[config.mk]
export PLATFORM = sky130hd
export DESIGN_NAME = display_list_palette_processor_unit
export DESIGN_NICKNAME = d
export VERILOG_FILES = /design/src/hw/rtl/dlpp_pkg.sv /design/src/hw/rtl/display_list_palette_processor_unit.sv
export SDC_FILE = /design/constraint.sdc
export NUM_CORES = 2
export LEC_CHECK = 0
export BUFFER_PORTS_ARGS = -buffer_cell sky130_fd_sc_hd__buf_2
export CORE_MARGIN = 2
export CORE_UTILIZATION = 35
export CTS_CLUSTER_DIAMETER = 150
export CTS_CLUSTER_SIZE = 12
export DETAILED_ROUTE_END_ITERATION = 8
export HOLD_SLACK_MARGIN = 0.06
export PLACE_DENSITY = 0.51
export SLEW_MARGIN = 20
export SYNTH_ARGS = -nofsm -noshare
export SYNTH_HDL_FRONTEND = slang
export SYNTH_SLANG_ARGS = --single-unit
[constraint.sdc]
create_clock -name clk -period 12 [get_ports clk]
set_clock_uncertainty 0.05 [all_clocks]
set_input_delay 0.6 -clock clk [delete_from_list [all_inputs] [get_ports clk]]
set_output_delay 0.6 -clock clk [all_outputs]
set_load 0.02 [all_outputs]
[src/hw/rtl/dlpp_pkg.sv]
//------------------------------------------------------------------------------
// dlpp_pkg
// Shared types and constants of the display list palette processor.
//------------------------------------------------------------------------------
`default_nettype none

package dlpp_pkg;

  localparam int unsigned PalEntries = 32;
  localparam int unsigned PalIdxW    = $clog2(PalEntries);

  // request kinds
  localparam logic [1:0] REQ_TICK = 2'd0;
  localparam logic [1:0] REQ_WORD = 2'd1;
  localparam logic [1:0] REQ_PAL  = 2'd2;

  // result kinds
  localparam logic [1:0] RES_FETCH = 2'd0;
  localparam logic [1:0] RES_LINE  = 2'd1;
  localparam logic [1:0] RES_PAL   = 2'd2;

  // parse phases
  localparam logic [2:0] PH_IDLE = 3'd0;
  localparam logic [2:0] PH_H0   = 3'd1;
  localparam logic [2:0] PH_H1   = 3'd2;
  localparam logic [2:0] PH_H2   = 3'd3;
  localparam logic [2:0] PH_H3   = 3'd4;
  localparam logic [2:0] PH_CMD  = 3'd5;

  localparam logic [31:0] HEAD_RESET = 32'h000B_0000;
  localparam logic [8:0]  HOLD_END   = 9'd511;

  typedef logic [7:0] chan_t;

  function automatic logic [10:0] width_sel(input logic [2:0] s);
    logic [10:0] w;
    case (s)
      3'd1:    w = 11'd384;
      3'd2:    w = 11'd512;
      3'd3:    w = 11'd640;
      3'd4:    w = 11'd1024;
      default: w = 11'd320;
    endcase
    return w;
  endfunction

  function automatic chan_t ramp_val(input logic [PalIdxW-1:0] i);
    return {i, i[PalIdxW-1 -: 3]};
  endfunction

endpackage : dlpp_pkg

`default_nettype wire

[src/hw/rtl/display_list_palette_processor_unit.sv]
// Output: a result is registered in the output register, or in the skid register.
// Throughput: one input transaction per cycle while in_stall is low; the skid
//   register holds one result on out_stall; in_stall is high while it is full.
// Reset: synchronous active-low rst_n; palette returns to its ramp, all list
//   state clears, head address reloads 0xB0000. Config writes always ready.
//------------------------------------------------------------------------------
// display_list_palette_processor_unit
// Per-scanline display list parser, palette and line record generator.
//------------------------------------------------------------------------------
`default_nettype none

module display_list_palette_processor_unit (
  input  wire logic        clk,
  input  wire logic        rst_n,
  input  wire logic        cfg_valid,
  output logic             cfg_ready,
  input  wire logic [31:0] cfg_head_addr,
  input  wire logic        in_valid,
  output logic             in_stall,
  input  wire logic [1:0]  in_req_type,
  input  wire logic [10:0] in_line_num,
  input  wire logic [31:0] in_word,
  input  wire logic [dlpp_pkg::PalIdxW-1:0] in_pal_index,
  output logic             out_valid,
  input  wire logic        out_stall,
  output logic [1:0]       out_result_kind,
  output logic [31:0]      out_fetch_addr,
  output logic [10:0]      out_line_y,
  output logic             out_visible,
  output logic [31:0]      out_prev_bitmap,
  output logic [31:0]      out_cur_bitmap,
  output logic [31:0]      out_out_control,
  output logic [31:0]      out_dma_control,
  output logic [23:0]      out_background,
  output logic [7:0]       out_red,
  output logic [7:0]       out_green,
  output logic [7:0]       out_blue
);
  import dlpp_pkg::*;

  typedef struct packed {
    logic [1:0]  kind;
    logic [31:0] faddr;
    logic [10:0] y;
    logic        vis;
    logic [31:0] prevb;
    logic [31:0] curb;
    logic [31:0] ctrl;
    logic [31:0] dma;
    logic [23:0] bg;
    chan_t       r;
    chan_t       g;
    chan_t       b;
  } res_t;

  // ---------------- state ----------------
  logic [31:0] head_r;
  chan_t       pr_r [PalEntries];
  chan_t       pg_r [PalEntries];
  chan_t       pb_r [PalEntries];
  logic [23:0] bg_r, bg_nxt;
  logic [31:0] ctrl_r, ctrl_nxt, hdr_r, hdr_nxt;
  logic [31:0] cur_r, cur_nxt, prev_r, prev_nxt;
  logic [31:0] la_r, la_nxt, nla_r, nla_nxt;
  logic [8:0]  hold_r, hold_nxt;
  logic        stop_r, stop_nxt;
  logic [10:0] lw_r, lw_nxt;
  logic [2:0]  ph_r, ph_nxt;
  logic [5:0]  cl_r, cl_nxt;
  logic        skip_r, skip_nxt;
  logic [10:0] pend_r, pend_nxt;
  logic        sec_r, sec_nxt;

  // output register and skid register
  logic out_v_r, skid_v_r;
  res_t out_r, skid_r;

  assign cfg_ready = 1'b1;
  assign in_stall  = skid_v_r;
  wire   acc       = in_valid && !in_stall;

  // ---------------- single-pass logic ----------------
  logic        res_v;
  res_t        res;
  logic        pal_wr_r, pal_wr_g, pal_wr_b, pal_ramp;
  logic [PalIdxW-1:0] pen;
  logic        do_fetch, do_line, do_finish, fin_end;
  logic [10:0] line_sel;
  logic [8:0]  hold_f;
  logic [31:0] cur_a, prev_a;

  function automatic logic [31:0] adv(input logic [31:0] a, input logic [10:0] lw);
    return a[1] ? a + {19'd0, lw, 2'd0} - 32'd2 : a + 32'd2;
  endfunction

  always_comb begin
    bg_nxt = bg_r; ctrl_nxt = ctrl_r; hdr_nxt = hdr_r;
    cur_nxt = cur_r; prev_nxt = prev_r; la_nxt = la_r; nla_nxt = nla_r;
    hold_nxt = hold_r; stop_nxt = stop_r; lw_nxt = lw_r; ph_nxt = ph_r;
    cl_nxt = cl_r; skip_nxt = skip_r; pend_nxt = pend_r; sec_nxt = sec_r;
    pal_wr_r = 1'b0; pal_wr_g = 1'b0; pal_wr_b = 1'b0; pal_ramp = 1'b0;
    pen = in_word[24 +: PalIdxW];
    do_fetch = 1'b0; do_line = 1'b0; do_finish = 1'b0; fin_end = 1'b0;
    line_sel = in_line_num;
    res = '0; res_v = 1'b0;

    if (acc) begin
      case (in_req_type)
        REQ_TICK: begin
          if (ph_r == PH_IDLE) begin
            if (in_line_num == 11'd0) begin
              hold_nxt = 9'd0; stop_nxt = 1'b0; la_nxt = head_r;
              pend_nxt = 11'd0; sec_nxt = 1'b1; do_fetch = 1'b1;
            end else if (hold_r == 9'd0 && !stop_r) begin
              pend_nxt = in_line_num; sec_nxt = 1'b0; do_fetch = 1'b1;
            end else begin
              do_line = 1'b1;
            end
          end
        end
        REQ_WORD: begin
          case (ph_r)
            PH_H0: begin
              if (in_word == 32'd0) begin
                do_finish = 1'b1; fin_end = 1'b1;
              end else begin
                hdr_nxt = in_word; ph_nxt = PH_H1;
              end
            end
            PH_H1: begin
              if (hdr_r[16]) cur_nxt = in_word;
              ph_nxt = PH_H2;
            end
            PH_H2: begin
              if (hdr_r[15]) prev_nxt = in_word;
              ph_nxt = PH_H3;
            end
            PH_H3: begin
              nla_nxt = hdr_r[18] ? la_r + in_word + 32'd16 : in_word;
              cl_nxt = hdr_r[14:9];
              if (hdr_r[14:9] == 6'd0) do_finish = 1'b1;
              else ph_nxt = PH_CMD;
            end
            PH_CMD: begin
              if (!in_word[31]) begin
                case (in_word[30:29])
                  2'b00:   begin pal_wr_r = 1'b1; pal_wr_g = 1'b1; pal_wr_b = 1'b1; end
                  2'b11:   pal_wr_r = 1'b1;
                  2'b10:   pal_wr_g = 1'b1;
                  default: pal_wr_b = 1'b1;
                endcase
              end else if (in_word[31:24] == 8'hE0) begin
                if (!skip_r) bg_nxt = {in_word[7:0], in_word[15:8], in_word[23:16]};
              end else if (in_word[31:29] == 3'b110) begin
                if (!skip_r) begin
                  ctrl_nxt = in_word; skip_nxt = in_word[1];
                end
              end else if (in_word == 32'hFFFF_FFFF) begin
                if (!skip_r) pal_ramp = 1'b1;
              end
              cl_nxt = cl_r - 6'd1;
              if (cl_r == 6'd1) do_finish = 1'b1;
            end
            default: ;
          endcase
        end
        REQ_PAL: begin
          res_v = 1'b1;
          res.kind = RES_PAL;
          res.r = pr_r[in_pal_index];
          res.g = pg_r[in_pal_index];
          res.b = pb_r[in_pal_index];
        end
        default: ;
      endcase
    end

    // list completion: reload hold, then second fetch or pending record
    if (do_finish) begin
      ph_nxt = PH_IDLE;
      if (fin_end) begin
        hold_f = HOLD_END;
      end else begin
        la_nxt = nla_nxt;
        lw_nxt = width_sel(hdr_r[25:23]);
        hold_f = hdr_r[8:0];
      end
      hold_nxt = hold_f;
      stop_nxt = 1'b0;
      line_sel = pend_r;
      if (sec_r) begin
        sec_nxt = 1'b0;
        if (hold_f == 9'd0) do_fetch = 1'b1;
        else do_line = 1'b1;
      end else begin
        do_line = 1'b1;
      end
    end else begin
      hold_f = hold_r;
    end

    if (do_fetch) begin
      res_v = 1'b1; res.kind = RES_FETCH; res.faddr = la_nxt;
      ph_nxt = PH_H0; skip_nxt = 1'b0;
    end

    // line record uses state as updated by this transaction (cur/prev/ctrl/bg)
    cur_a = cur_nxt; prev_a = prev_nxt;
    if (do_line) begin
      res_v = 1'b1; res.kind = RES_LINE;
      res.y = line_sel;
      res.vis = (line_sel >= 11'd16) && (line_sel < 11'd256);
      res.prevb = prev_a; res.curb = cur_a;
      res.ctrl = ctrl_nxt; res.dma = hdr_nxt; res.bg = bg_nxt;
      cur_nxt = adv(cur_a, lw_nxt);
      prev_nxt = hdr_nxt[17] ? adv(prev_a, lw_nxt) : adv(cur_a, lw_nxt);
      if (!stop_nxt) begin
        if (hold_f == 9'd0) stop_nxt = 1'b1;
        else hold_nxt = hold_f - 9'd1;
      end
      ctrl_nxt = {ctrl_nxt[31:1], 1'b0};
    end
  end

  // ---------------- registers ----------------
  always_ff @(posedge clk) begin
    if (!rst_n) begin
      head_r <= HEAD_RESET;
      bg_r <= '0; ctrl_r <= '0; hdr_r <= '0; cur_r <= '0; prev_r <= '0;
      la_r <= '0; nla_r <= '0; hold_r <= '0; stop_r <= 1'b0; lw_r <= '0;
      ph_r <= PH_IDLE; cl_r <= '0; skip_r <= 1'b0; pend_r <= '0; sec_r <= 1'b0;
    end else begin
      if (cfg_valid && cfg_ready) head_r <= cfg_head_addr;
      bg_r <= bg_nxt; ctrl_r <= ctrl_nxt; hdr_r <= hdr_nxt;
      cur_r <= cur_nxt; prev_r <= prev_nxt; la_r <= la_nxt; nla_r <= nla_nxt;
      hold_r <= hold_nxt; stop_r <= stop_nxt; lw_r <= lw_nxt; ph_r <= ph_nxt;
      cl_r <= cl_nxt; skip_r <= skip_nxt; pend_r <= pend_nxt; sec_r <= sec_nxt;
    end
  end

  // palette: 32 entries of flops, ramp restored at reset or by command
  always_ff @(posedge clk) begin
    for (int i = 0; i < PalEntries; i++) begin
      if (!rst_n || pal_ramp) begin
        pr_r[i] <= ramp_val(PalIdxW'(i));
        pg_r[i] <= ramp_val(PalIdxW'(i));
        pb_r[i] <= ramp_val(PalIdxW'(i));
      end else if (pen == PalIdxW'(i)) begin
        if (pal_wr_r) pr_r[i] <= in_word[23:16];
        if (pal_wr_g) pg_r[i] <= in_word[15:8];
        if (pal_wr_b) pb_r[i] <= in_word[7:0];
      end
    end
  end

  // output stage with skid
  always_ff @(posedge clk) begin
    if (!rst_n) begin
      out_v_r <= 1'b0; skid_v_r <= 1'b0;
    end else begin
      if (!out_v_r || !out_stall) begin
        if (skid_v_r) begin
          out_v_r <= 1'b1; out_r <= skid_r; skid_v_r <= 1'b0;
        end else begin
          out_v_r <= res_v; out_r <= res;
        end
      end else if (res_v) begin
        skid_v_r <= 1'b1; skid_r <= res;
      end
    end
  end

  assign out_valid       = out_v_r;
  assign out_result_kind = out_r.kind;
  assign out_fetch_addr  = out_r.faddr;
  assign out_line_y      = out_r.y;
  assign out_visible     = out_r.vis;
  assign out_prev_bitmap = out_r.prevb;
  assign out_cur_bitmap  = out_r.curb;
  assign out_out_control = out_r.ctrl;
  assign out_dma_control = out_r.dma;
  assign out_background  = out_r.bg;
  assign out_red         = out_r.r;
  assign out_green       = out_r.g;
  assign out_blue        = out_r.b;

endmodule : display_list_palette_processor_unit

`default_nettype wire

Word level (Yosys, flattened, before mapping):

Memories as Yosys holds them, arrays and structs flattened.
Cells that the tools add are included.

* register bits after elaboration: 737
* memory bits (writable): 768
* bits of input ports: 87
* output and inout port bits: 225
* logic and storage cells: 781
* memories: 3

Memory list
* pb_r: depth 32, bits a word 8, rd ports 1, clocked after Yosys merged registers in 0, write ports 32, RTL line display_list_palette_processor_unit.sv:60 `chan_t pb_r [PalEntries];`
* pg_r: depth 32, bits a word 8, rd ports 1, clocked after Yosys merged registers in 0, write ports 32, RTL line display_list_palette_processor_unit.sv:59 `chan_t pg_r [PalEntries];`
* pr_r: depth 32, bits a word 8, rd ports 1, clocked after Yosys merged registers in 0, write ports 32, RTL line display_list_palette_processor_unit.sv:58 `chan_t pr_r [PalEntries];`

* add/subtract/negate cells: 10
* $lt $le $gt $ge: 2
* eq/ne operators: 52
* muxes and demuxes: 531
* bitwise gates (word level): 99
* reductions and logical operators: 40

Operator list (number)
* 2-to-1 mux 32 bit: 34
* 2-to-1 mux 8 bit: 96
* 2-to-1 mux 1 bit: 365
* 2-to-1 mux 222 bit: 1
* 2-to-1 mux 24 bit: 8
* 2-to-1 mux 164 bit: 1
* 2-to-1 mux 9 bit: 11
* OR 1 bit: 96
* == test 5 bit, second input constant: 16
* adder 32 x 13 -> 32 bit: 2
* adder 32 x 2 -> 32 bit, second input constant: 2
* subtractor 32 x 2 -> 32 bit, second input constant: 2
* 2-to-1 mux 11 bit: 5
* one-hot mux 11 bit (4 select lines): 1
* == test 5 x 4 -> 1 bit, second input constant: 8
* 2-to-1 mux 34 bit: 1
* adder 32 bit: 1
* adder 32 x 5 -> 32 bit, second input constant: 1
* == test 32 bit, second input constant: 1
* zero test 32 bit: 1
* zero test 9 bit: 3
* == test 5 x 3 -> 1 bit, second input constant: 4
* == test 3 x 2 -> 1 bit, second input constant: 4
* == test 3 bit, second input constant: 4
* 38 further kinds: 66

Logic depth before layout (Yosys ltp):

* depth in word-level cells: 14
* gate-level depth with buffers: 22
* gate-level depth less buffers: 18

Worst setup path before layout:

OpenSTA, ideal clock, no wires.

* kind: input to register
* start point: input port rst_n
* end point: register out_r, in the netlist out_background[0], enable pin
* library setup time: 878 ps
* arrival time: 12147 ps
* required time: 11072 ps
* setup slack: -1075 ps
* stages on the path: 6
* buffers on the path: 4
* path through: clkbuf_1 inv_1 clkbuf_1 clkbuf_1 clkbuf_1 a21oi_1

* cells in the longest elaborated chain, start to end: 1

RTL lines
* start: declaration: RTL line display_list_palette_processor_unit.sv:14 `input wire logic rst_n,`
* AND reduction 2 bit (no line)
* end signal: assignment: RTL line display_list_palette_processor_unit.sv:265 `out_v_r <= res_v; out_r <= res;`
* end: declaration: RTL line display_list_palette_processor_unit.sv:76 `res_t out_r, skid_r;`

No other way between the ends.
A chain may end at the register's enable or synchronous reset.

Worst setup path in the final report:

* start point: register skid_v_r (netlist: in_stall)
* end point: register cur_r[30]

* cells in the longest elaborated chain, start to end: 10
* elaborated cells on any way between the ends: 19
* classes of those cells: add/sub (3); mux (13); reduce/logical (3)

RTL lines
* start: declaration: RTL line display_list_palette_processor_unit.sv:75 `logic out_v_r, skid_v_r;`
* start signal: assignment: RTL line display_list_palette_processor_unit.sv:259 `out_v_r <= 1'b0; skid_v_r <= 1'b0;`
* start signal: assignment: RTL line display_list_palette_processor_unit.sv:263 `out_v_r <= 1'b1; out_r <= skid_r; skid_v_r <= 1'b0;`
* start signal: assignment: RTL line display_list_palette_processor_unit.sv:268 `skid_v_r <= 1'b1; skid_r <= res;`
* zero test 1 bit *: RTL line display_list_palette_processor_unit.sv:80 `wire acc = in_valid && !in_stall;`
* logical AND 1 bit *: RTL line display_list_palette_processor_unit.sv:80
* parallel branches: the longest is 7 deep, another holds adder 32 x 13 -> 32 bit
* 2-to-1 mux 32 bit *: RTL line display_list_palette_processor_unit.sv:209 `if (do_line) begin`
* end signal: assignment: RTL line display_list_palette_processor_unit.sv:235 `cur_r <= cur_nxt; prev_r <= prev_nxt; la_r <= la_nxt; nla_r <= nla_nxt;`
* end: declaration: RTL line display_list_palette_processor_unit.sv:63 `logic [31:0] cur_r, cur_nxt, prev_r, prev_nxt;`

Mark *: on every way between the ends. The select of a mux whose other input is x is not followed.

==> impl_metrics.tcl <==
set metrics [dict create \
    tightest_slew_ns 1.13 \
    ys_seq_area_share_pct 60.0 \
    first_global_vias 49300 \
    vias 49300 \
    async_reset_ff_share_pct 0 \
    hold_path_end "head_r[25]$_SDFFE_PN0P_" \
    path_clk_slew_ns 0.07 \
    finalCoreUtilization_pct 39.9 \
    max_freq_ghz 0.154 \
    final_common_cell "edfxtp_1" \
    peakVddDrop_mv 0.143 \
    holdCritStartpoint "cfg_head_addr[25]" \
    pin_count 312 \
    antenna_found_initial 19 \
    path_buf_inv 1 \
    drv_cap 0 \
    whs_path_depth 3 \
    required_ns 12.67 \
    nets 6391 \
    critPathMaxStageDelay_ns 0.77 \
    gp_congestion 0.912 \
    die_h_um 453 \
    hpwl_um 157000 \
    ant_nets 0 \
    cts.repair.resized 0 \
    cts_setup_buffers 0 \
    rsz0062_at_grt "false" \
    setup_tns_ns 0 \
    syn_area_mm2 0.0705 \
    final_cell_mix "1212 x edfxtp_1, 756 x nor2_1, 532 x nand2_1, 389 x nor3_1, 307 x buf_2" \
    firstDrtPassIters 6 \
    nFillCells 19200 \
    grt.overflow.total 0 \
    r2r-start "in_stall$_SDFFE_PP0P_" \
    path_class "flop to flop" \
    synth_ff_type "edfxtp_1" \
    cts_tree "yes" \
    holdBufCountCts 36 \
    dp_slack_ns 5.59 \
    period_minus_slack_ns 6.50 \
    syn_inst 5895 \
    path_cells "buf_4 -> and4bb_1 -> and2_1 -> o21ai_4 -> nand2_1 -> ha_1 -> nor2_1 -> fa_1 -> a21oi_1 -> o211a_1 -> o211a_1 -> o21ai_0 -> o41ai_1 -> o21ai_0 -> xnor2_1 -> nor2_1 -> a211oi_1" \
    die_w_um 453 \
    startpoint_type "flop" \
    min_period_over_period_pct 54.2 \
    drive_gt1_share_pct 15.8 \
    dpl.cell_count 8592 \
    viasPerCell 5.56 \
    die_area_mm2 0.205 \
    fin_ws_ns 5.50 \
    syn2layout_area_growth_pct 13.3 \
    hp-class "primary input to flop" \
    critPathMaxFanout 69 \
    endpoint_kind "flop" \
    start_util_pct 35.3 \
    clock_path_buffers 3 \
    root_buffer "clkbuf_16" \
    cts_max_level 4 \
    power-per-cell-area_mw_per_mm2 135 \
    ys_warn_count 0 \
    rrSetupSlack_ns 5.50 \
    portBuffers 310 \
    critPathSlowestCell "dfxtp_4" \
    wl_per_cell_um 26.9 \
    ff2ff_path_depth 17 \
    synth-edff-count 1212 \
    cp_top_family "compound AO/OA/AOI/OAI gates" \
    drcViolationCount 0 \
    arrival_ns 7.18 \
    coreArea_mm2 0.200 \
    final_max_slew_viol_count 0 \
    hold_viol_final 0 \
    wirelength_um 239000 \
    ys_types 104 \
    syn_area_per_cell_um2 12.0 \
    grt_max_degree 135 \
    grt_pass1_wl_um 347000 \
    drt_iter0_markers 4272 \
    stdcell_count 8867 \
    cts_sinks 1505 \
    syn_nets 6167 \
    slew_headroom_pct 23.8 \
    r2r_end "cur_r[30]$_SDFF_PN0_" \
    cts_made_buffers 143 \
    rows 164 \
    status "finished, final reports clean" \
    ys_seq_elements 1505 \
    insertion_delay_ns 0.83 \
    setup_viol_count_final 0 \
    grtUsageTotal_pct 23.0 \
    p_leak_nw 28.9 \
]
-- flip-flops by register name, summed over array words and instances (netlist names), 222 cells and up --
signal / cells
pg_r: 256
skid_r: 222
pb_r: 256
pr_r: 256
-- cells in the mapped netlist, types with 19 or more instances --
master	instances	area, um^2
edfxtp_1	1212	36400
nor2_1	760	2850
nand2_1	537	2020
nor3_1	390	1950
clkbuf_1	385	1450
dfxtp_1	293	5870
a21oi_1	285	1430
a21o_1	245	1840
mux4_2	240	5410
o21ai_0	205	1030
nand3_1	195	976
ha_1	182	2280
inv_1	139	522
mux2i_1	134	1340
xnor2_1	49	429
and2_1	46	288
a211oi_1	45	338
buf_1	39	146
buf_2	35	175
and3_1	31	194
nand4_1	26	163
o211ai_1	25	188
or3_1	25	156
nor4_1	21	131
xor2_1	21	184
a31oi_1	20	125
o31ai_1	19	143
-- power breakdown --
group	switching, W	leakage [nW]	internal [W]
sequential	0.0000366	13.4	0.00570
clock	0.00208	2.00	0.00226
combinational	0.000497	13.5	0.000202
-- worst min-delay path, delay by kind of cell --
family,cells,cell delay [ns]
buffers and inverters,1,0.17
muxes,1,0.09
and+or+nand+nor,1,0.07
-- metal layers --
metal | track usage [%] | part of all wire, %
met4 | 9.44 | 4.2
met3 | 3.58 | 5.4
met1 | 29.2 | 41
met2 | 39.1 | 50
met5 | 0 | 0.011
-- cells by family (layout without fill, tap and decap cells) --
| logic type | Yosys count | count (layout) | synth area share [%] |
|---|---|---|---|
| other | 1 | 15 | 0.00532 |
| xor gates and xnor gates | 70 | 70 | 0.870 |
| adders and majority gates | 185 | 185 | 3.32 |
| AOI/OAI and AO/OA | 1009 | 1009 | 9.26 |
| buffers and inverters | 624 | 926 | 3.39 |
| DFF | 1505 | 1505 | 60.0 |
| muxes | 390 | 390 | 9.86 |
| and+or+nand+nor | 2111 | 2111 | 13.3 |
-- metrics by stage --
| step | cell area, um^2 | hold WS (ns) | power (W) |
|---|---|---|---|
| 6_report | 79800 | 0.0933 | 0.0108 |
| 5_1_grt | 79800 | 0.0692 | 0.0111 |
| 4_1_cts | 79800 | 0.0617 | 0.0109 |
| 3_5_place_dp | 75200 | 0.396 | 0.00655 |
| 3_3_place_gp | 75200 | 0.390 | 0.00655 |
| 2_1_floorplan | 70500 | 0.382 | 0.00622 |
-- layout make-up --
class	count	area, um^2	area share, %
Antenna cell	14	35.0	0.0439
Clock buffer	209	3870	4.85
Clock inverter	14	338	0.423
Inverter	164	624	0.782
Multi-Input combinational cell	3766	26000	32.5
Sequential cell	1505	42300	52.9
Tap cell	2656	3320	4.16
Timing Repair Buffer	539	3430	4.30
-- worst max-delay path by stage --
stage                                      from                     endpoint  depth (start not counted)  slack [ns]
after floorplan                           rst_n  out_background[0]$_DFFE_PP_                          6        3.95
after global placement    in_stall$_SDFFE_PP0P_        prev_r[31]$_SDFF_PN0_                         18        5.69
after detailed placement  in_stall$_SDFFE_PP0P_        prev_r[30]$_SDFF_PN0_                         17        5.59
after CTS                 in_stall$_SDFFE_PP0P_        prev_r[30]$_SDFF_PN0_                         17        5.59
after global routing      in_stall$_SDFFE_PP0P_        prev_r[30]$_SDFF_PN0_                         18        5.11
final                     in_stall$_SDFFE_PP0P_         cur_r[30]$_SDFF_PN0_                         17        5.50
Power figures use the tool's default switching activity.
